`src/sv/zvc_pkg.sv`:
```
// Shared types, codes and width helpers for the varint codec.
`default_nettype none

package zvc_pkg;

    localparam int unsigned VAL_W   = 64;
    localparam int unsigned BYTE_W  = 8;
    localparam int unsigned GROUP_W = 7;
    localparam int unsigned SHIFT_W = 7;
    localparam int unsigned MAX_BYTES = 10;
    localparam int unsigned CNT_W   = 4;

    localparam logic [BYTE_W-1:0] DATA_MASK = 8'h7f;
    localparam logic [BYTE_W-1:0] CONT_BIT  = 8'h80;

    // width_sel codes
    localparam logic [1:0] WSEL_8  = 2'd0;
    localparam logic [1:0] WSEL_16 = 2'd1;
    localparam logic [1:0] WSEL_32 = 2'd2;
    localparam logic [1:0] WSEL_64 = 2'd3;

    // func codes
    localparam logic FUNC_ENCODE = 1'b0;
    localparam logic FUNC_DECODE = 1'b1;

    typedef enum logic [1:0] {
        KIND_BYTE     = 2'd0,
        KIND_VALUE    = 2'd1,
        KIND_OVERFLOW = 2'd2
    } kind_t;

    // Sequencer commands to the encode shifter
    typedef struct packed {
        logic load;
        logic step;
    } enc_ctrl_t;

    // Current output byte of the encode shifter
    typedef struct packed {
        logic              last;
        logic [BYTE_W-1:0] enc_byte;
    } enc_stat_t;

    function automatic logic [VAL_W-1:0] width_mask(logic [1:0] sel);
        logic [VAL_W-1:0] m;
        begin
            case (sel)
                WSEL_8:  m = 64'h0000_0000_0000_00ff;
                WSEL_16: m = 64'h0000_0000_0000_ffff;
                WSEL_32: m = 64'h0000_0000_ffff_ffff;
                default: m = '1;
            endcase
            return m;
        end
    endfunction

    function automatic logic [SHIFT_W-1:0] width_bits(logic [1:0] sel);
        logic [SHIFT_W-1:0] w;
        begin
            case (sel)
                WSEL_8:  w = 7'd8;
                WSEL_16: w = 7'd16;
                WSEL_32: w = 7'd32;
                default: w = 7'd64;
            endcase
            return w;
        end
    endfunction

    function automatic logic sign_bit(logic [VAL_W-1:0] v, logic [1:0] sel);
        logic s;
        begin
            case (sel)
                WSEL_8:  s = v[7];
                WSEL_16: s = v[15];
                WSEL_32: s = v[31];
                default: s = v[63];
            endcase
            return s;
        end
    endfunction

endpackage

`default_nettype wire

```
`src/sv/zvc_encoder.sv`:
```
// Encode shifter: maps a value and peels off one 7-bit group per step.
`default_nettype none

module zvc_encoder
(
    input  wire logic                          clk,
    input  wire logic                          rst_n,
    input  wire zvc_pkg::enc_ctrl_t            ctrl,
    input  wire logic [1:0]                    width_sel,
    input  wire logic                          is_signed,
    input  wire logic [zvc_pkg::VAL_W-1:0]     in_value,
    output      zvc_pkg::enc_stat_t            stat
);

    logic [zvc_pkg::VAL_W-1:0] val_reg;
    logic [zvc_pkg::VAL_W-1:0] val_next;
    logic [zvc_pkg::CNT_W-1:0] cnt_reg;
    logic [zvc_pkg::CNT_W-1:0] cnt_next;

    logic [zvc_pkg::VAL_W-1:0] mask;
    logic [zvc_pkg::VAL_W-1:0] masked;
    logic [zvc_pkg::VAL_W-1:0] mapped;
    logic                      neg;
    logic                      done;

    assign mask   = zvc_pkg::width_mask(width_sel);
    assign masked = in_value & mask;
    assign neg    = zvc_pkg::sign_bit(masked, width_sel);
    assign mapped = is_signed ? (((masked << 1) ^ {zvc_pkg::VAL_W{neg}}) & mask) : masked;

    // Final group when nothing remains above it, or at the tenth byte
    assign done = ((val_reg >> zvc_pkg::GROUP_W) == '0)
               || (cnt_reg == zvc_pkg::CNT_W'(zvc_pkg::MAX_BYTES - 1));

    assign stat.last     = done;
    assign stat.enc_byte = {~done, val_reg[zvc_pkg::GROUP_W-1:0]};

    always_comb
    begin
        val_next = val_reg;
        cnt_next = cnt_reg;
        if (ctrl.load)
        begin
            val_next = mapped;
            cnt_next = '0;
        end
        else if (ctrl.step)
        begin
            val_next = val_reg >> zvc_pkg::GROUP_W;
            cnt_next = cnt_reg + 1'b1;
        end
    end

    always_ff @(posedge clk or negedge rst_n)
    begin
        if (!rst_n)
        begin
            cnt_reg <= '0;
        end
        else
        begin
            cnt_reg <= cnt_next;
        end
    end

    always_ff @(posedge clk)
    begin
        val_reg <= val_next;
    end

endmodule

`default_nettype wire

```
`src/sv/zigzag_varint_codec_top.sv`:
```
// Top level of the LEB128 varint codec with optional ZigZag mapping.
//
// Usage:
//   Input channel (in_valid/in_ready) carries one transaction per item:
//   func selects encode of in_value or decode of one in_byte, width_sel
//   picks 8/16/32/64 bits, is_signed applies ZigZag mapping.
//   Output channel (out_valid/out_ready) carries result transactions:
//   encoded bytes (out_kind 0), a decoded value (1) or an overflow error (2),
//   with last set on the final result of an input item.
// Flow:
//   Decode: the result is registered in the cycle after accept; a continuation
//   byte that does not overflow gives no result. One byte per cycle when out_ready is high.
//   Encode: the value is loaded into the 7-bit shift unit, then each byte
//   goes from it to the output register, one byte per cycle while out_ready
//   is high, 1 to 10 bytes; the next item is taken once the last byte sits
//   in the output register.
// Reset: clears the sequencer, output valid and the decode accumulator and
//   shift count. A stall on out_ready holds the output register and the
//   sequencer; in_ready stays low until the output register can be written.
`default_nettype none

module zigzag_varint_codec_top
(
    input  wire logic        clk,
    input  wire logic        rst_n,

    input  wire logic        in_valid,
    output      logic        in_ready,
    input  wire logic        func,
    input  wire logic [1:0]  width_sel,
    input  wire logic        is_signed,
    input  wire logic [63:0] in_value,
    input  wire logic [7:0]  in_byte,

    output      logic        out_valid,
    input  wire logic        out_ready,
    output      logic [1:0]  out_kind,
    output      logic [7:0]  out_byte,
    output      logic [63:0] out_value,
    output      logic        last
);

    typedef enum logic [1:0] {
        S_IDLE = 2'b01,
        S_ENC  = 2'b10
    } state_t;

    state_t state_reg, state_next;

    logic                                  out_valid_reg, out_valid_next;
    zvc_pkg::kind_t                        kind_reg, kind_next;
    logic [zvc_pkg::BYTE_W-1:0]            byte_reg, byte_next;
    logic [zvc_pkg::VAL_W-1:0]             value_reg, value_next;
    logic                                  last_reg, last_next;

    logic [zvc_pkg::VAL_W-1:0]             acc_reg, acc_next;
    logic [zvc_pkg::SHIFT_W-1:0]           shift_reg, shift_next;

    zvc_pkg::enc_ctrl_t                    enc_ctrl;
    zvc_pkg::enc_stat_t                    enc_stat;

    logic                                  out_free;
    logic                                  in_fire;
    logic [zvc_pkg::VAL_W-1:0]             mask;
    logic [zvc_pkg::VAL_W-1:0]             acc_upd;
    logic [zvc_pkg::VAL_W-1:0]             dec_val;
    logic [zvc_pkg::SHIFT_W-1:0]           shift_add;
    logic                                  overflow;

    zvc_encoder u_enc
    (
        .clk       (clk),
        .rst_n     (rst_n),
        .ctrl      (enc_ctrl),
        .width_sel (width_sel),
        .is_signed (is_signed),
        .in_value  (in_value),
        .stat      (enc_stat)
    );

    assign out_free = !out_valid_reg || out_ready;
    assign in_ready = (state_reg == S_IDLE) && out_free;
    assign in_fire  = in_valid && in_ready;

    // Decode datapath: merge the 7 data bits at the current group position
    assign mask = zvc_pkg::width_mask(width_sel);

    always_comb
    begin
        if (shift_reg[zvc_pkg::SHIFT_W-1])
        begin
            acc_upd = acc_reg & mask;
        end
        else
        begin
            acc_upd = (acc_reg | ({57'b0, in_byte[zvc_pkg::GROUP_W-1:0]}
                       << shift_reg[zvc_pkg::SHIFT_W-2:0])) & mask;
        end
    end

    assign dec_val   = is_signed
                     ? (((acc_upd >> 1) ^ {zvc_pkg::VAL_W{acc_upd[0]}}) & mask)
                     : acc_upd;
    assign shift_add = shift_reg + zvc_pkg::SHIFT_W'(zvc_pkg::GROUP_W);
    assign overflow  = shift_add > zvc_pkg::width_bits(width_sel);

    // Sequencer
    always_comb
    begin
        state_next     = state_reg;
        out_valid_next = out_valid_reg;
        kind_next      = kind_reg;
        byte_next      = byte_reg;
        value_next     = value_reg;
        last_next      = last_reg;
        acc_next       = acc_reg;
        shift_next     = shift_reg;
        enc_ctrl.load  = 1'b0;
        enc_ctrl.step  = 1'b0;

        // drop the output once taken
        if (out_valid_reg && out_ready)
        begin
            out_valid_next = 1'b0;
        end

        case (state_reg)
            S_IDLE:
            begin
                if (in_fire)
                begin
                    if (func == zvc_pkg::FUNC_ENCODE)
                    begin
                        enc_ctrl.load = 1'b1;
                        state_next    = S_ENC;
                    end
                    else if (!in_byte[zvc_pkg::BYTE_W-1])
                    begin
                        out_valid_next = 1'b1;
                        kind_next      = zvc_pkg::KIND_VALUE;
                        byte_next      = '0;
                        value_next     = dec_val;
                        last_next      = 1'b1;
                        acc_next       = '0;
                        shift_next     = '0;
                    end
                    else if (overflow)
                    begin
                        out_valid_next = 1'b1;
                        kind_next      = zvc_pkg::KIND_OVERFLOW;
                        byte_next      = '0;
                        value_next     = '0;
                        last_next      = 1'b1;
                        acc_next       = '0;
                        shift_next     = '0;
                    end
                    else
                    begin
                        // advance to the next group, no result yet
                        acc_next   = acc_upd;
                        shift_next = shift_add;
                    end
                end
            end
            S_ENC:
            begin
                if (out_free)
                begin
                    out_valid_next = 1'b1;
                    kind_next      = zvc_pkg::KIND_BYTE;
                    byte_next      = enc_stat.enc_byte;
                    value_next     = '0;
                    last_next      = enc_stat.last;
                    if (enc_stat.last)
                    begin
                        state_next = S_IDLE;
                    end
                    else
                    begin
                        enc_ctrl.step = 1'b1;
                    end
                end
            end
            default:
            begin
                state_next = S_IDLE;
            end
        endcase
    end

    always_ff @(posedge clk or negedge rst_n)
    begin
        if (!rst_n)
        begin
            state_reg     <= S_IDLE;
            out_valid_reg <= 1'b0;
            acc_reg       <= '0;
            shift_reg     <= '0;
        end
        else
        begin
            state_reg     <= state_next;
            out_valid_reg <= out_valid_next;
            acc_reg       <= acc_next;
            shift_reg     <= shift_next;
        end
    end

    // Output payload holds while stalled
    always_ff @(posedge clk)
    begin
        kind_reg  <= kind_next;
        byte_reg  <= byte_next;
        value_reg <= value_next;
        last_reg  <= last_next;
    end

    assign out_valid = out_valid_reg;
    assign out_kind  = kind_reg;
    assign out_byte  = byte_reg;
    assign out_value = value_reg;
    assign last      = last_reg;

`ifndef SYNTH
    a_cont_not_last: assert property (@(posedge clk) disable iff (!rst_n)
        (out_valid && out_kind == zvc_pkg::KIND_BYTE && !last) |-> out_byte[7])
        else $error("non-final encoded byte lacks continuation bit");

    a_last_no_cont: assert property (@(posedge clk) disable iff (!rst_n)
        (out_valid && out_kind == zvc_pkg::KIND_BYTE && last) |-> !out_byte[7])
        else $error("final encoded byte carries continuation bit");

    a_shift_bound: assert property (@(posedge clk) disable iff (!rst_n)
        shift_reg <= 7'd64)
        else $error("decode shift count passed the widest value");

    a_enc_start: assert property (@(posedge clk) disable iff (!rst_n)
        (in_valid && in_ready && func == zvc_pkg::FUNC_ENCODE) |=> state_reg == S_ENC)
        else $error("encode transaction did not start the shifter");

    a_value_zero: assert property (@(posedge clk) disable iff (!rst_n)
        (out_valid && out_kind != zvc_pkg::KIND_VALUE) |-> out_value == 64'd0)
        else $error("value field not zero on a non-value result");
`endif

endmodule

`default_nettype wire
```
`config.mk`:
```
export PLATFORM = sky130hd
export DESIGN_NAME = zigzag_varint_codec_top
export DESIGN_NICKNAME = d
export VERILOG_FILES = /design/src/sv/zvc_pkg.sv /design/src/sv/zvc_encoder.sv /design/src/sv/zigzag_varint_codec_top.sv
export SDC_FILE = /design/constraint.sdc
export NUM_CORES = 1
export LEC_CHECK = 0
export ABC_AREA = 1
export ABC_CLOCK_PERIOD_IN_PS = 5550
export BUFFER_PORTS_ARGS = -buffer_cell sky130_fd_sc_hd__buf_2
export CORE_MARGIN = 1
export CORE_UTILIZATION = 59
export DETAILED_ROUTE_END_ITERATION = 7
export GPL_ROUTABILITY_DRIVEN = 0
export PLACE_DENSITY = 0.81
export SKIP_LAST_GASP = 1
export SYNTH_ARGS = -nofsm -noshare
export SYNTH_HDL_FRONTEND = slang
export SYNTH_SLANG_ARGS = --single-unit
```
`constraint.sdc`:
```
create_clock -name clk -period 5.55 [get_ports clk]
set_input_delay 0.8325 -clock clk [delete_from_list [all_inputs] [get_ports clk]]
set_output_delay 0.8325 -clock clk [all_outputs]
set_load 0.02 [all_outputs]
```
* After elaboration in Yosys (flattened, before gate mapping)
Index checks and enable logic that the tools add are counted.
** Word-level totals
- Output and inout port bits :: 77
- Logic and storage cells :: 103
- Register bits :: 217
- Input bits :: 80
** Cells by class
- Bitwise logic cells :: 9
- Reduce and logical (&&, ||, !) cells :: 13
- Add/subtract/negate cells :: 2
- Muxes and demuxes :: 56
- Eq/ne operators :: 11
- Shift-type cells :: 1
- Magnitude comparators :: 1
** Operators with widths (number)
- $mux 64 :: 12
- $and 64x64->64 :: 5
- $pmux 64 s3 :: 1
- $pmux 64 s2 :: 1
- $logic_not 64->1 :: 1
- $or 64x64->64 :: 1
- $shl 7x6->64 :: 1
- $xor 63x64->64 :: 1
- $xor 64x64->64 :: 1
- $mux 8 :: 5
- $pmux 7 s3 :: 1
- $mux 2 :: 9
- $mux 1 :: 17
- $pmux 8 s2 :: 1
- $mux 7 :: 2
- $mux 4 :: 2
- $ne 2x2->1 const B :: 4
- $pmux 2 s2 :: 2
- $add 7x3->7 const B :: 1
- $gt 7x7->1 :: 1
- $reduce_and 5->1 :: 1
- $add 4x1->4 const B :: 1
- $eq 2x1->1 const B :: 2
- $eq 2x2->1 const B :: 2
- other kinds (13) :: 18

* Longest topological paths before layout
Gate-level depths: netlist of run 1.
- Depth after elaboration :: 11
- Gate-level depth with buffers :: 20
- Gate-level depth less buffers :: 18

* Modules after synthesis
From an unflattened synthesis of run 1, not the netlist that was laid out.
** Second synthesis, totals
- Cell total of the unflattened synthesis :: 1799
- Area total of the unflattened synthesis :: 13790.7 um^2
** Modules (own cells, without submodules)
- zigzag_varint_codec_top :: times used 1, cells each 1080, area each 8834.7 um^2, sequential area each 4105.2 um^2
- zvc_encoder :: times used 1, cells each 719, area each 4956.0 um^2, sequential area each 2021.9 um^2

* Worst setup path before layout of run 1
Ideal clock, no wire load.
- Path kind :: register -> register
- Start point :: reg shift_reg[3] (netlist bit)
- End point :: reg last_reg, in the netlist last (enable)
- Clock period less this slack :: 4.171 ns
- Setup time :: 0.429 ns
- Data arrival time :: 3.742 ns
- Slack :: 1.379 ns
- Buffers on the path :: 2
- Data required time :: 5.121 ns
- Cell stages (with the launch flop) :: 17
- Path through :: dfrtp_1 > inv_1 > clkbuf_1 > buf_2 > a21oi_1 > nand3_1 > xor2_1 > inv_1 > ha_1 > nand3_1 > o21ai_0 > o21ai_2 > nand2_1 > nand2_1 > nand2_1 > nand3b_1 > inv_1
** Between the ends
- Longest elaborated chain between the ends :: 4
** RTL lines
- start: declaration :: RTL line zigzag_varint_codec_top.sv:57 : logic [zvc_pkg::SHIFT_W-1:0] shift_reg, shift_next;
- start signal: assignment :: RTL line zigzag_varint_codec_top.sv:205 : shift_reg <= shift_next;
- $add 7x3->7 :: RTL line zigzag_varint_codec_top.sv:104 : assign shift_add = shift_reg + zvc_pkg::SHIFT_W'(zvc_pkg::GROUP_W);
- $gt 7x7->1 :: RTL line zigzag_varint_codec_top.sv:105 : assign overflow = shift_add > zvc_pkg::width_bits(width_sel);
- $ne 3x3->1 (no line)
- $reduce_and 5->1 (no line)
- end signal: assignment :: RTL line zigzag_varint_codec_top.sv:215 : last_reg <= last_next;
- end: declaration :: RTL line zigzag_varint_codec_top.sv:54 : logic last_reg, last_next;
No other way between the ends.
A chain may end at the register's enable or synchronous reset.

* Worst setup path in the final report of run 1
- Start point :: reg shift_reg[3] (netlist bit)
- End point :: reg value_reg (netlist bit out_value[24]) (enable)
** Between the ends
- Longest elaborated chain between the ends :: 4
** RTL lines
- $add 7x3->7 :: RTL line zigzag_varint_codec_top.sv:104
- $gt 7x7->1 :: RTL line zigzag_varint_codec_top.sv:105
- $ne 3x3->1 (no line)
- $reduce_and 5->1 (no line)
- end signal: assignment :: RTL line zigzag_varint_codec_top.sv:214 : value_reg <= value_next;
- end: declaration :: RTL line zigzag_varint_codec_top.sv:53 : logic [zvc_pkg::VAL_W-1:0] value_reg, value_next;
No other way between the ends.

==> summary.txt, run 1 <==
via count -> 11600
Synth Flop Type -> edfxtp_1
Clock Sink Count -> 217
Syn-to-layout area delta -> 11.9%
Avg Cell Area, Syn -> 8.21 sq um
Slew @ Worst Pin -> 1.31 ns
via/cell ratio -> 6.00
pwr/cell area -> 520 mW/mm^2
total negative slack -> 0 ns
reg2reg start -> shift_reg[3]
cts bufs inserted -> 23
CTS tree -> done
endpoints failing hold -> 0
Post-Syn Area -> 0.0127 sq mm
first-pass GRT wire length -> 55100 um
cell leakage power -> 6.25 nW
initial drt markers -> 1289
design area -> 0.0142 sq mm
layout cells sized above 1 -> 14.7%
drt pass-1 iters -> 6
Final min period -> 4.00 ns
Netlist cell types -> 45
Ys Warns -> 0
CTS max path bufs -> 3
Cell Chain, Critical Path -> inv_1 > a21oi_1 > nand3_1 > xor2_1 > inv_1 > ha_1 > nand3_1 > o21ai_0 > o21ai_2 > nand2_1 > nand2_1 > nand2_1 > nand3b_1 > inv_2 > buf_12
Reg2Reg Depth -> 15
Clock Latency Late Sink -> 0.53 ns
post-synthesis sequential area ratio -> 48.2%
crit-path most repeated cell -> nand2_1
clock slew at reported path FFs -> 0.06 ns
commonest non-fill, non-tap cell in the layout -> nand2_1
worst endpoint data arrival time -> 4.21 ns
syn nets -> 1637
Core ar. -> 0.0211 sq mm
CTS Hold Bufs -> 0
placed wire-length estimate -> 22500 um
vias in the first global route -> 10900
CTS root buffer -> clkbuf_16
WL/cell -> 17.8 um
total grt overflow -> 0
antenna violations before repair -> 0
Starting Density -> 60.3%
WP data required -> 5.76 ns
die area -> 0.0221 sq mm
IO Count -> 157
Crit-path slowest cell -> dfrtp_1
post_cts resized -> 0
H-tree depth -> 1
post-synthesis async set-or-reset flop share -> 35.9%
endpoints failing setup -> 0
total of max-cap violations -> 0
RSZ-0062 raised after global routing -> no
#FFs+latches synth -> 217
critical path peak fanout -> 41
Worst path top cell family by delay -> buffers and inverters
Worst path max stage delay -> 0.85 ns
Worst Setup Start Kind -> register
critical path type -> reg -> reg
critical path buffer and inverter count -> 4
capturing point of the worst reg2reg path -> out_value[24]
Relative slew margins -> 12.0%
drt total wl -> 34500 um
Area after DPL -> 0.0135 sq mm
Clock Skew -> 0.0112 ns
commonest cells after routing, fill and taps aside -> 441 x nand2_1, 170 x inv_1, 156 x buf_2
FMAX -> 0.250 GHz
GRT Total Usage -> 31.5%
status -> completed
Die H -> 149 um
PortBufs -> 156
VDD IR-drop max -> 0.000268 V
DRC -> 0
fin. max-slew vios -> 0
R2R setup slack -> 1.55 ns
Post-synth EDFFs -> 139
period utilisation layout -> 72.0%
Final Power -> 7.39 mW
ANT nets after route -> 0
DIE WIDTH -> 149 um
worst hold path class -> in -> async
crit end category -> register
Setup Buffers After CTS -> 0
row count -> 53
fin nets -> 1737
Syn Inst Count -> 1547
pin count of the biggest net entering global routing -> 79
-- layer usage --
metal	routed length (um)	GRT usage (%)
met5	0	0
met1	13900	43.4
met3	3330	4.71
met2	16100	50.3
met4	1120	12.4
-- per-stage QoR --
step	utilization, %	hold WS (ns)	setup slack (ns)	instances
global placement	63.9	0.487	1.68	1897
detailed placement	63.9	0.503	1.60	1897
floorplan	-	0.476	1.38	1547
finish	67.4	0.508	1.55	1940
global route	67.4	0.531	1.25	1939
CTS	67.4	0.521	1.61	1939
-- layout make-up --
class                           count  area [sq um]
Sequential cell                   217          6130
Fill cell                        1733          6870
Antenna cell                        1          2.50
Clock inverter                     13           118
Clock buffer                       29           618
Tap cell                          275           344
Inverter                          185           697
Timing Repair Buffer              171           906
Multi-Input combinational cell   1049          5400
-- where the power goes --
part	switching, mW	internal, mW
registers	0.270	2.51
logic	2.20	0.874
clock network	0.654	0.881
total	3.12	4.27
-- cells by family after synthesis --
| family | count (synthesis) | synth area share [%] |
|---|---|---|
| compound gates | 323 | 15.4 |
| xor+xnor | 50 | 3.45 |
| fa+ha+maj | 10 | 0.985 |
| buf+inv | 281 | 9.30 |
| flops | 217 | 48.2 |
| mux | 1 | 0.0788 |
| simple gates | 665 | 22.5 |
-- Yosys cell counts (all sizes together) (11+ instances only) --
master | count | area [sq um]
nand2 | 446 | 1680
xnor2 | 39 | 342
o21ai | 99 | 518
clkbuf | 42 | 158
o22ai | 41 | 257
nor2 | 37 | 195
buf | 54 | 327
nor4 | 12 | 75.1
nand4 | 39 | 244
edfxtp | 139 | 4170
inv | 184 | 693
dfrtp | 77 | 1930
a21oi | 95 | 487
o22a | 15 | 131
a22oi | 26 | 215
a31oi | 16 | 100
xor2 | 11 | 96.3
nand3 | 124 | 626
a2bb2oi | 15 | 131
-- how the worst max path moves through the flow --
| stage | cells after the start | to | start |
|---|---|---|---|
| global route | 16 | out_value[21] | shift_reg[1] |
| floorplan | 16 | last | shift_reg[3] |
| CTS | 16 | out_value[22] | shift_reg[1] |
| finish | 15 | out_value[24] | shift_reg[3] |
| detailed placement | 16 | out_value[28] | shift_reg[1] |
| global placement | 16 | out_value[27] | shift_reg[1] |
Power figures use the tool's default switching activity.
==> run 2: changes to the inputs <==
--- a/config.mk
+++ b/config.mk
@@ -5,8 +5,8 @@
 export SDC_FILE = /design/constraint.sdc
 export NUM_CORES = 1
 export LEC_CHECK = 0
-export ABC_AREA = 1
-export ABC_CLOCK_PERIOD_IN_PS = 5550
+export ABC_AREA = 0
+export ABC_CLOCK_PERIOD_IN_PS = 4200
 export BUFFER_PORTS_ARGS = -buffer_cell sky130_fd_sc_hd__buf_2
 export CORE_MARGIN = 1
 export CORE_UTILIZATION = 59
==> constraint.sdc (replaced) <==
create_clock -name clk -period 4.2 [get_ports clk]
set_input_delay 0.63 -clock clk [delete_from_list [all_inputs] [get_ports clk]]
set_output_delay 0.63 -clock clk [all_outputs]
set_load 0.02 [all_outputs]
==> summary.txt, run 2 <==
layout cells sized above 1 -> 18.9% (+4.3 points)
Clock Skew -> 0.00928 ns (-0.00191 ns)
Synth top area share -> 33.1% (+0.23 points)
Crit-path slowest cell -> o21ai_0
total negative slack -> 0 ns (unchanged)
FMAX -> 0.286 GHz (+14%)
row count -> 53 (unchanged)
Setup Buffers After CTS -> 0 (unchanged)
critical path buffer and inverter count -> 2 (-2)
VDD IR-drop max -> 0.000281 V (+4.7%)
total grt overflow -> 0 (unchanged)
placed wire-length estimate -> 23500 um (+4.8%)
Synth area leader -> edfxtp_1
status -> completed
antenna violations before repair -> 1 (+1)
initial drt markers -> 1204 (-6.6%)
post_cts resized -> 0 (unchanged)
Worst Setup Start Kind -> register
worst hold path class -> in -> async
cts bufs inserted -> 23 (unchanged)
Core ar. -> 0.0210 sq mm (-0.31%)
crit end category -> register
Syn-to-layout area delta -> 13.7%
CTS Hold Bufs -> 0 (unchanged)
post-synthesis async set-or-reset flop share -> 35.9% (unchanged)
top area cells in the synthesized netlist -> edfxtp_1 33%, dfrtp_1 15%, xnor2_1 6.3%, nor2_1 5.7%, a21oi_1 5.6%
DIE WIDTH -> 148 um (-0.35%)
CTS max path bufs -> 3 (unchanged)
critical path type -> reg -> reg
Worst path max stage delay -> 0.44 ns (-0.41 ns)
DRC -> 0 (unchanged)
WP data required -> 4.38 ns (-1.38 ns)
Post-Syn Area -> 0.0126 sq mm (-0.71%)
top cells by count, synth -> 191 x nor2_1, 140 x a21oi_1, 139 x edfxtp_1
commonest non-fill, non-tap cell in the layout -> nor2_1
Clock Latency Late Sink -> 0.52 ns (about the same)
WL/cell -> 19.9 um (+12%)
critical path peak fanout -> 60 (+46%)
# diodes -> 0 (-1)
Ys Warns -> 0 (unchanged)
clock slew at reported path FFs -> 0.06 ns (about the same)
via count -> 11100 (-4.8%)
most instantiated library cell after synthesis -> nor2_1
endpoints failing hold -> 0 (unchanged)
Netlist cell types -> 95 (+110%)
period utilisation layout -> 83.3% (+11 points)
Synth Flop Type -> edfxtp_1
commonest cells after routing, fill and taps aside -> 191 x nor2_1, 155 x buf_2, 139 x edfxtp_1
CTS tree -> done
final non-filler cell total -> 1733 (-11%)
drt total wl -> 34500 um (about the same)
Relative slew margins -> 22.5% (+10 points)
fin. max-slew vios -> 0 (unchanged)
Syn Inst Count -> 1331 (-14%)
Post-synth EDFFs -> 139 (unchanged)
IO Count -> 157 (unchanged)
post-synthesis sequential area ratio -> 48.6% (+0.34 points)
ANT nets after route -> 0 (unchanged)
Worst path top cell family by delay -> compound AO/OA/AOI/OAI gates
fin nets -> 1531 (-12%)
vias in the first global route -> 10200 (-6.7%)
pwr/cell area -> 580 mW/mm^2 (+12%)
endpoints failing setup -> 0 (unchanged)
RSZ-0062 raised after global routing -> no
Slew @ Worst Pin -> 1.16 ns (-0.156 ns)
Clock Sink Count -> 217 (unchanged)
#FFs+latches synth -> 217 (unchanged)
worst endpoint data arrival time -> 3.68 ns (-0.53 ns)
CTS root buffer -> clkbuf_16
PortBufs -> 156 (unchanged)
via/cell ratio -> 6.40 (+6.6%)
placed cell count -> 1691 (-11%)
syn nets -> 1421 (-13%)
H-tree depth -> 1 (unchanged)
Avg Cell Area, Syn -> 9.48 sq um (+15%)
pin count of the biggest net entering global routing -> 89 (+13%)
Final min period -> 3.50 ns (-0.500 ns)
first-pass GRT wire length -> 54000 um (-2.0%)
Die H -> 148 um (-0.35%)
drt pass-1 iters -> 6 (unchanged)
total of max-cap violations -> 0 (unchanged)
GRT Total Usage -> 31.3% (-0.15 points)
cell leakage power -> 5.70 nW (-8.8%)
Cell Chain, Critical Path -> inv_2 > ha_1 > nand2_1 > nand4_1 > xnor2_1 > ha_1 > nand3_1 > o221a_2 > o21ai_0 > nand2_1 > a21oi_4 > buf_12
die area -> 0.0220 sq mm (-0.70%)
Starting Density -> 60.0% (-0.24 points)
==> run 2: report_power, final <==
part,internal (mW),total (mW),switching [mW]
Sequential,2.77,2.97,0.198
Combinational,1.12,3.32,2.20
Clock,1.18,2.03,0.848
==> run 2: area by class of cell <==
class                           count  area [sq um]
Clock buffer                       34           677
Clock inverter                      8          75.1
Fill cell                        1570          6670
Inverter                           15          58.8
Multi-Input combinational cell   1000          6020
Sequential cell                   217          6130
Tap cell                          275           344
Timing Repair Buffer              184          1040
==> run 2: metal layers <==
layer | up-vias | GRT usage (%) | wire [um]
li1 | 5071 | - | -
met1 | 5206 | 44.4 | 13900
met2 | 685 | 47.8 | 15600
met3 | 123 | 5.95 | 3590
met4 | 2 | 12.1 | 1300
met5 | - | 0 | 11
==> run 2: worst paths after layout <==
| check | from | to | slack, ns | depth (start not counted) |
|---|---|---|---|---|
| max | shift_reg[1] | out_value[51] | 0.70 | 12 |
| min | rst_n | acc_reg[44] | 0.28 | 1 |
| max reg2reg | shift_reg[1] | out_value[51] | 0.70 | 12 |
| min reg2reg | acc_reg[44] | acc_reg[44] | 0.51 | 2 |
| max in group asynchronous | rst_n | shift_reg[6] | 3.22 | 1 |
| min in group clk | acc_reg[44] | acc_reg[44] | 0.51 | 2 |
==> run 2: stage by stage <==
stage / utilization [%] / hold slack [ns] / power, mW / cell area, sq um / setup slack [ns]
floorplan: - / 0.334 / 5.33 / 12600 / 0.0342
global placement: 64.7 / 0.473 / 6.12 / 13600 / 0.838
detailed placement: 64.7 / 0.488 / 6.22 / 13600 / 0.776
CTS: 68.3 / 0.324 / 8.25 / 14400 / 0.834
global route: 68.3 / 0.378 / 8.71 / 14400 / 0.484
finish: 68.3 / 0.281 / 8.33 / 14400 / 0.702
==> run 2: cell families (layout without fill, tap and decap cells) <==
logic type,Yosys count,in the layout,share of synthesized area [%]
simple gates,479,479,17.2
xor+xnor,92,92,6.39
fa+ha+maj,10,10,0.992
mux,27,27,2.85
flops,217,217,48.6
buf+inv,114,241,3.93
compound gates,392,392,20.1
==> run 3: changes to the inputs <==
--- a/config.mk
+++ b/config.mk
@@ -6,13 +6,13 @@
 export NUM_CORES = 1
 export LEC_CHECK = 0
 export ABC_AREA = 0
-export ABC_CLOCK_PERIOD_IN_PS = 4200
+export ABC_CLOCK_PERIOD_IN_PS = 3000
 export BUFFER_PORTS_ARGS = -buffer_cell sky130_fd_sc_hd__buf_2
 export CORE_MARGIN = 1
-export CORE_UTILIZATION = 59
+export CORE_UTILIZATION = 53
 export DETAILED_ROUTE_END_ITERATION = 7
 export GPL_ROUTABILITY_DRIVEN = 0
-export PLACE_DENSITY = 0.81
+export PLACE_DENSITY = 0.77
 export SKIP_LAST_GASP = 1
 export SYNTH_ARGS = -nofsm -noshare
 export SYNTH_HDL_FRONTEND = slang
==> constraint.sdc (replaced) <==
create_clock -name clk -period 3 [get_ports clk]
set_input_delay 0.45 -clock clk [delete_from_list [all_inputs] [get_ports clk]]
set_output_delay 0.45 -clock clk [all_outputs]
set_load 0.02 [all_outputs]
==> summary.txt, run 3 (synthesis gave the netlist of run 2 again) <==
status -> completed
placed cell count -> 1767 (+4.5%)
IO Count -> 157 (unchanged)
cell leakage power -> 5.88 nW (+3.3%)
Clock Skew -> 0.0269 ns (+0.0177 ns)
Final min period -> 2.87 ns (-0.628 ns)
fin nets -> 1569 (+2.5%)
die area -> 0.0244 sq mm (+11%)
placed wire-length estimate -> 24700 um (+5.1%)
DRC -> 0 (unchanged)
switching share of total power -> 39.3% (+0.26 points)
WL/cell -> 19.4 um (-2.4%)
Final WS setup -> 0.130 ns (-0.572 ns)
Sequential Power Share -> 34.9% (-0.8 points)
commonest cells after routing, fill and taps aside -> 191 x nor2_1, 155 x buf_2, 139 x edfxtp_1
GRT Total Usage -> 28.5% (-2.8 points)
vias in the first global route -> 10200 (+0.78%)
layout cells sized above 1 -> 21.0% (+2.1 points)
pre-CTS setup slack -> 0.159 ns (-0.617 ns)
drt pass-1 iters -> 8 (+2)
Combinational Power Share -> 42.8% (+2.9 points)
DIE WIDTH -> 156 um (+5.4%)
reg2reg start -> shift_reg[0]
R2R setup slack -> 0.13 ns (-0.57 ns)
Reg2Reg Depth -> 13 (+1)
total grt overflow -> 0 (unchanged)
fin. max-slew vios -> 0 (unchanged)
Clock Latency Late Sink -> 0.53 ns (about the same)
crit end category -> register
CTS Hold Bufs -> 0 (unchanged)
worst hold path class -> in -> async
RSZ-0062 raised after global routing -> yes
pwr/cell area -> 801 mW/mm^2 (+38%)
drt total wl -> 35200 um (+2.2%)
antenna violations before repair -> 1 (unchanged)
Relative slew margins -> 18.8% (-3.7 points)
Syn-to-layout area delta -> 16.9%
endpoints failing hold -> 0 (unchanged)
FMAX -> 0.348 GHz (+22%)
Clock Sink Count -> 217 (unchanged)
Die H -> 156 um (+5.4%)
VDD IR-drop max -> 0.000373 V (+33%)
final non-filler cell total -> 1815 (+4.7%)
commonest non-fill, non-tap cell in the layout -> nor2_1
Crit-path slowest cell -> dfrtp_1
pin count of the biggest net entering global routing -> 128 (+44%)
Slew @ Worst Pin -> 1.22 ns (+0.0599 ns)
Worst path max stage delay -> 0.38 ns (-0.06 ns)
# diodes -> 0 (unchanged)
via/cell ratio -> 6.14 (-4.1%)
cts bufs inserted -> 23 (unchanged)
CTS max path bufs -> 3 (unchanged)
Cell Chain, Critical Path -> inv_4 > ha_4 > nand2_2 > nand4_1 > xnor2_1 > ha_1 > nand3_1 > o221a_2 > o21ai_4 > nand2_4 > a21oi_4 > buf_12 > clkbuf_16
first-pass GRT wire length -> 54300 um (+0.66%)
critical path type -> reg -> reg
endpoints failing setup -> 0 (unchanged)
clock share of power -> 22.3% (-2.1 points)
CTS tree -> done
worst endpoint data arrival time -> 3.10 ns (-0.58 ns)
Int Power -> 7.17 mW (+41%)
PortBufs -> 156 (unchanged)
WP data required -> 3.23 ns (-1.15 ns)
capturing point of the worst reg2reg path -> out_value[34]
clock slew at reported path FFs -> 0.07 ns (about the same)
Worst Setup Start Kind -> register
total of max-cap violations -> 0 (unchanged)
via count -> 11100 (+0.49%)
Starting Density -> 53.9% (-6.1 points)
Net Switching -> 4.64 mW (+43%)
Final Power -> 11.8 mW (+42%)
Core ar. -> 0.0234 sq mm (+11%)
row count -> 56 (+5.7%)
critical path peak fanout -> 12 (-80%)
H-tree depth -> 1 (unchanged)
initial drt markers -> 1172 (-2.7%)
period utilisation layout -> 95.7% (+12 points)
CTS root buffer -> clkbuf_16
ANT nets after route -> 0 (unchanged)
[run 3: power groups by stage]
stage,registers [mW],logic [mW],clock network (mW)
3_3_place_gp,4.16,4.73,0
3_5_place_dp,4.18,4.85,0
6_report,4.13,5.06,2.63
5_1_grt,4.17,5.44,2.76
4_1_cts,4.12,4.88,2.64
2_1_floorplan,4.33,3.18,0
[run 3: metal layers]
layer / track usage, % / part of all wire (%) / vias up
li1: - / - / 5154
met1: 39.5 / 41 / 5306
met2: 44.0 / 45 / 586
met3: 6.51 / 11 / 93
met4: 9.76 / 3.1 / 2
met5: 0 / 0.037 / -
[run 3: stage by stage]
stage          utilization, %  hold slack [ns]  cell area, sq um  TNS [ns]
2_1_floorplan               -            0.154             12700    -71.31
3_3_place_gp             59.8            0.475             14000         0
3_5_place_dp             59.8            0.483             14000         0
4_1_cts                  62.7            0.133             14700         0
5_1_grt                  63.0            0.187             14800  -0.00750
6_report                 63.0           0.0945             14800         0
[run 3: how the worst max path moves through the flow]
stage / startpoint / end / slack [ns] / cells past startpoint
after floorplan: shift_reg[0] / last / -0.95 / 14
after global routing: shift_reg[0] / acc_reg[57] / -0.007 / 14
final: shift_reg[0] / out_value[34] / 0.13 / 13
after CTS: shift_reg[0] / acc_reg[43] / 0.08 / 12
after global placement: shift_reg[0] / out_value[33] / 0.25 / 13
after detailed placement: shift_reg[0] / out_value[34] / 0.16 / 13
[run 3: repair_timing]
action	in CTS	in global routing
endpoints found under the setup margin	0	56
buffers inserted	0	5
gates resized for setup	0	4
[run 3: layout make-up]
type	instances	area (sq um)
multi-input combinational	1000	6060
fill	1960	8650
clock buffer	34	627
inverter	15	61.3
sequential	217	6130
timing repair buffer	222	1420
tap	319	399
clock inverter	8	56.3
[run 3: critical path: cells and delay by family (launching register included)]
kind	cells	cell delay [ns]
AO/OA/AOI/OAI	3	0.73
adder cells (fa/ha/maj)	2	0.45
AND/OR/NAND/NOR	4	0.42
buffers and inverters	3	0.40
flip-flops	1	0.38
XOR/XNOR	1	0.17
